## src/bis_pkg.sv

```systemverilog
// Shared types and constants for the bilinear image sampler.
`default_nettype none

package bis_pkg;

	typedef enum logic {
		KIND_LOAD  = 1'b0,
		KIND_QUERY = 1'b1
	} kind_t;

	typedef logic signed [15:0] pixel_t;
	typedef logic signed [17:0] weight_t;

	localparam int REG_IDX_W = 3;
	localparam logic [REG_IDX_W-1:0] REG_IMAGE_WIDTH  = 3'd0;
	localparam logic [REG_IDX_W-1:0] REG_IMAGE_HEIGHT = 3'd1;
	localparam logic [REG_IDX_W-1:0] REG_OFFSET_X     = 3'd2;
	localparam logic [REG_IDX_W-1:0] REG_OFFSET_Y     = 3'd3;
	localparam logic [REG_IDX_W-1:0] REG_SCALE_X      = 3'd4;
	localparam logic [REG_IDX_W-1:0] REG_SCALE_Y      = 3'd5;

	localparam logic [8:0]         RST_IMAGE_WIDTH  = 9'd256;
	localparam logic [8:0]         RST_IMAGE_HEIGHT = 9'd256;
	localparam logic signed [31:0] RST_OFFSET       = 32'shFFFF0000;
	localparam logic [31:0]        RST_SCALE        = 32'd65536;

	localparam logic [1:0] NB_00 = 2'd0;
	localparam logic [1:0] NB_01 = 2'd1;
	localparam logic [1:0] NB_10 = 2'd2;
	localparam logic [1:0] NB_11 = 2'd3;

	localparam int QUEUE_DEPTH = 8;
	localparam int QPTR_W      = $clog2(QUEUE_DEPTH);
	localparam int QCNT_W      = $clog2(QUEUE_DEPTH + 1);
	localparam int OUT_DEPTH   = 8;
	localparam int OPTR_W      = $clog2(OUT_DEPTH);
	localparam int OCNT_W      = $clog2(OUT_DEPTH + 1);

	localparam weight_t            WEIGHT_ONE = 18'sd65536;
	localparam int                 ROUND_HALF = 32768;
	localparam logic signed [31:0] SAT_MAX    = 32'sh7FFFFFFF;
	localparam logic signed [31:0] SAT_MIN    = 32'sh80000000;

	typedef struct packed {
		logic [8:0]         image_width;
		logic [8:0]         image_height;
		logic signed [31:0] offset_x;
		logic signed [31:0] offset_y;
		logic [31:0]        scale_x;
		logic [31:0]        scale_y;
	} cfg_t;

	typedef struct packed {
		kind_t      kind;
		logic [3:0] nb_ok;
		pixel_t     value;
		weight_t    wx;
		weight_t    fx;
		weight_t    wy;
		weight_t    fy;
	} entry_t;

endpackage

`default_nettype wire

```

## src/bis_queue.sv

```systemverilog
// Short queue between front end and back end.
`default_nettype none

module bis_queue #(
	parameter int DATA_W = 32
) (
	input  logic              clk,
	input  logic              arst_n,
	input  logic              push,
	input  logic [DATA_W-1:0] wdata,
	input  logic              pop,
	output logic              nonempty,
	output logic [DATA_W-1:0] rdata
);
	import bis_pkg::*;

	logic [DATA_W-1:0] slot_q [QUEUE_DEPTH];
	logic [QPTR_W-1:0] wr_q, rd_q;
	logic [QCNT_W-1:0] cnt_q;

	always_ff @(posedge clk or negedge arst_n) begin
		if (!arst_n) begin
			wr_q  <= '0;
			rd_q  <= '0;
			cnt_q <= '0;
		end else begin
			if (push) wr_q <= wr_q + QPTR_W'(1);
			if (pop) rd_q <= rd_q + QPTR_W'(1);
			cnt_q <= cnt_q + QCNT_W'(push) - QCNT_W'(pop);
		end
	end

	always_ff @(posedge clk) begin
		if (push) slot_q[wr_q] <= wdata;
	end

	assign nonempty = (cnt_q != '0);
	assign rdata    = slot_q[rd_q];

endmodule

`default_nettype wire

```

## config.mk

```make
export PLATFORM = sky130hd
export DESIGN_NAME = bis_queue
export DESIGN_NICKNAME = d
export VERILOG_FILES = /design/src/bis_pkg.sv /design/src/bis_queue.sv
export SDC_FILE = /design/constraint.sdc
export NUM_CORES = 1
export LEC_CHECK = 0
export ABC_AREA = 1
export BUFFER_PORTS_ARGS = -buffer_cell sky130_fd_sc_hd__buf_2
export CAP_MARGIN = 25
export CORE_UTILIZATION = 61
export CTS_CLUSTER_SIZE = 10
export DETAILED_ROUTE_END_ITERATION = 6
export HOLD_SLACK_MARGIN = 0.12
export PLACE_DENSITY = 0.86
export SYNTH_ARGS = -nofsm -noshare
export SYNTH_HDL_FRONTEND = slang
export SYNTH_SLANG_ARGS = --single-unit
export TNS_END_PERCENT = 20
```

## constraint.sdc

```tcl
create_clock -name clk -period 2.9 [get_ports clk]
set_clock_uncertainty 0.05 [all_clocks]
set_input_delay 0.435 -clock clk [delete_from_list [all_inputs] [get_ports clk]]
set_output_delay 0.435 -clock clk [all_outputs]
set_load 0.03 [all_outputs]
```

==> summary.md <==
| Metric | Value |
|---|---|
| Final RePlAce weighted congestion | around 0.77 |
| PwrDens | 995.5 mW/mm^2 |
| Hold crit path type | input pin to flop |
| Highest Clock Rate | about 370 MHz |
| Final wirelength | 25650 um |
| Max Used Layer | met4 |
| Worst path max stage delay | about 0.49 ns |
| Antenna-violating nets left | 0 |
| PortBufs | 68 |
| CP startpoint kind | flop |
| Outcome | complete, no violations |
| WS Path Type | flop to output port |
| TritonCTS buffer count | 30 |
| Max-slew violations | 0 |
| H-tree depth | 1 |
| Crit path DAT | roughly 2.3 ns |
| # IOs | 69 |
| Netlist Area Pre-Place | around 0.012 mm^2 |
| Number of max-cap violations | 0 |
| Hpwl dp | between 10000 and 15000 um |
| Clock-pin slew on the worst setup and hold paths | 0.06 ns |
| Wire length on met3 | 1997 um |
| GR Util All Layers | 26.64% |
| Wire length on met2 | 13630 um |
| # Post-CTS Setup Buffers | 0 |
| Hold Crit Depth | 1 |
| HP Start | wdata[15] |
| Area of the multi-input gates | 0.002520 mm^2 |
| WL met1 | 9331 um |
| Worst Hold End | slot_q[4][15] |
| First-pass GRT wire length | 40180 um |
| Yosys reg bits | between 200 and 300 |
| DRC viols | 0 |
| Max Fanout on Critical Path | 48 |
| Max VDD drop | 0.7368 mV |
| Syn_area_per_cell | 9.976 um^2 |
| Pre-CTS setup slack | 0.7352 ns |
| Rel. slew slack | 60.02% |
| Most used cell, CP | nand2_1 |
| Reg-to-Reg End | slot_q[2][3] |
| Setup TNS | 0 ns |
| Cell count of the worst reg-to-reg path | 3 |
| Number of global-route vias before repair | roughly 8200 |
| Measured slew at the worst slew-check pin | ~0.60 ns |
| Total congestion overflow | 0 |
| TritonCTS clock tree | yes |
| Longest Clk Path Bufs | 3 |
| CTS sink cnt | 266 |
| Die height | around 140 um |
| Critical path required time | around 2.4 ns |
| Crit path max-delay family | buffers and inverters |
| Synthesized Nets | 1215 |
| R2R setup slack | 0.99 ns |
| CORE AREA | 0.01877 mm^2 |
| Wire per inst | around 17 um |
| CP Capture Type | output port |
| Unrepaired setup endpoints after global routing | false |
| Final Critical Period | 2.730 ns |
| Seq/Total Area, Yosys | around two thirds |
| Worst skew pair latency | about 0.54 ns |
| Drt pass-1 iters | 5 |
| Leakage | ~6.3 nW |
| Area growth syn-to-layout | 15.69% |
| R2R Path Start | wr_q[0] |
| Pin count of the biggest net entering global routing | 131 |
| Die X | 140.4 um |
| Fill cell count | 1222 |
| Initial antenna violation count | 1 |
| Final WS setup | 0.1699 ns |
| CP Buf/Inv Count | 3 |
| Synth unique cells | 18 |
| Die ar. | 0.01971 mm^2 |
| Fin. Hold Viols | 0 |
| Nets | approximately 1300 |
| Share of layout cells above drive strength 1 | slightly above 10% |
| Final Cycle Share | between 90 and 100% |
| Sequential cell area | 0.007943 mm^2 |
| Row cnt | 50 |
| Total number of vias | 8055 |
| Slowest-stage cell, CP | dfrtp_4 |
| Ys Warns | 0 |
| Initial Utilization | 62.25% |
| DR vias/cell | between 5 and 6 |
| Synthesized instance count | 1171 |
| Root buf cell | clkbuf_16 |
| Hold Slack | 0.1253 ns |
| DRT iter0 DRCs | 748 |
| Setup violations, final | 0 |
| Worst path cell trace | clkinv_2 -> buf_4 -> nand2_1 -> nand3_1 -> nand2_1 -> nand2_1 -> nand2_1 -> buf_2 |
[area by class of cell]
type | count | area share (%)
diodes | 1 | 0.01852
inverters | 273 | 7.591
repair buffers | 114 | 6.304
clock inverters | 1 | 0.02777
flip-flops and latches | 266 | 58.77
clock buffers | 55 | 6.480
multi-input cells | 583 | 18.64
well taps | 234 | 2.166
[state kept, by name (all words and copies together), names as in the netlist]
register	count
slot_q	256
cnt_q	4
wr_q	3
rd_q	3
[through the flow]
stage	util (%)	instance area, um^2	total power (W)	instances
after floorplan	-	11680	0.008553	1171
after global placement	65.96	12380	0.009869	1445
after detailed placement	65.96	12380	0.01004	1445
after CTS	71.98	13510	0.01348	1526
after global routing	72.00	13510	0.01416	1526
final	72.01	13520	0.01345	1527
[how the worst max path moves through the flow]
stage                       start      endpoint  depth (start not counted)
after floorplan              push  slot_q[0][0]                          3
after global placement    rd_q[1]     rdata[19]                          6
after detailed placement  rd_q[1]     rdata[19]                          6
after CTS                 rd_q[1]     rdata[19]                          6
after global routing      rd_q[0]     rdata[19]                          8
final                     rd_q[0]     rdata[19]                          8
[per-layer routing]
metal / vias up / track usage (%)
li1: 3819 / -
met1: 3771 / 31.80
met2: 394 / 48.66
met3: 71 / 3.624
met4: 0 / 10.87
met5: - / 0
[cell usage in the layout (no fill, tap or decap), drive strengths merged]
cell type,count
edfxtp,256
nor2,8
clkinv,2
xor2,4
fa,1
xnor2,1
dfrtp,10
inv,272
buf,89
a21oi,1
nand3,130
ha,7
dlygate4sd3,25
clkbuf,55
diode,1
or2,1
o21ai,2
nand2,428
[synth_stat cells (all sizes together)]
cell	number	area [um^2]
nand2	428	1607
inv	273	1025
edfxtp	256	7687
nand3	130	650.6
buf	42	234.0
dfrtp	10	250.2
nor2	8	30.03
clkbuf	7	26.28
ha	7	87.58
xor2	4	35.03
o21ai	2	10.01
a21oi	1	5.000
fa	1	20.02
or2	1	6.260
xnor2	1	8.760
[where the power goes]
part           internal (W)  total [W]  switching, W
registers           0.00469    0.00481      0.000124
clock network       0.00201    0.00339       0.00138
logic               0.00148    0.00526       0.00378
[logic make-up (layout without fill, tap and decap cells)]
| family | Yosys count | in the layout | share of synthesized area (%) |
|---|---|---|---|
| xor+xnor | 5 | 5 | 0.3748 |
| flops | 266 | 266 | 67.94 |
| simple gates | 567 | 567 | 19.63 |
| compound gates | 3 | 3 | 0.1285 |
| fa+ha+maj | 8 | 8 | 0.9210 |
| other cells | 0 | 1 | 0 |
| buf+inv | 322 | 443 | 11.00 |
[what timing repair did]
action	in CTS	in global routing
setup endpoints to repair	0	1
hold buffers	25	0
endpoints found under the hold margin	181	0
gates resized for setup	0	1
No activity file was read; power rests on OpenSTA's default activity.
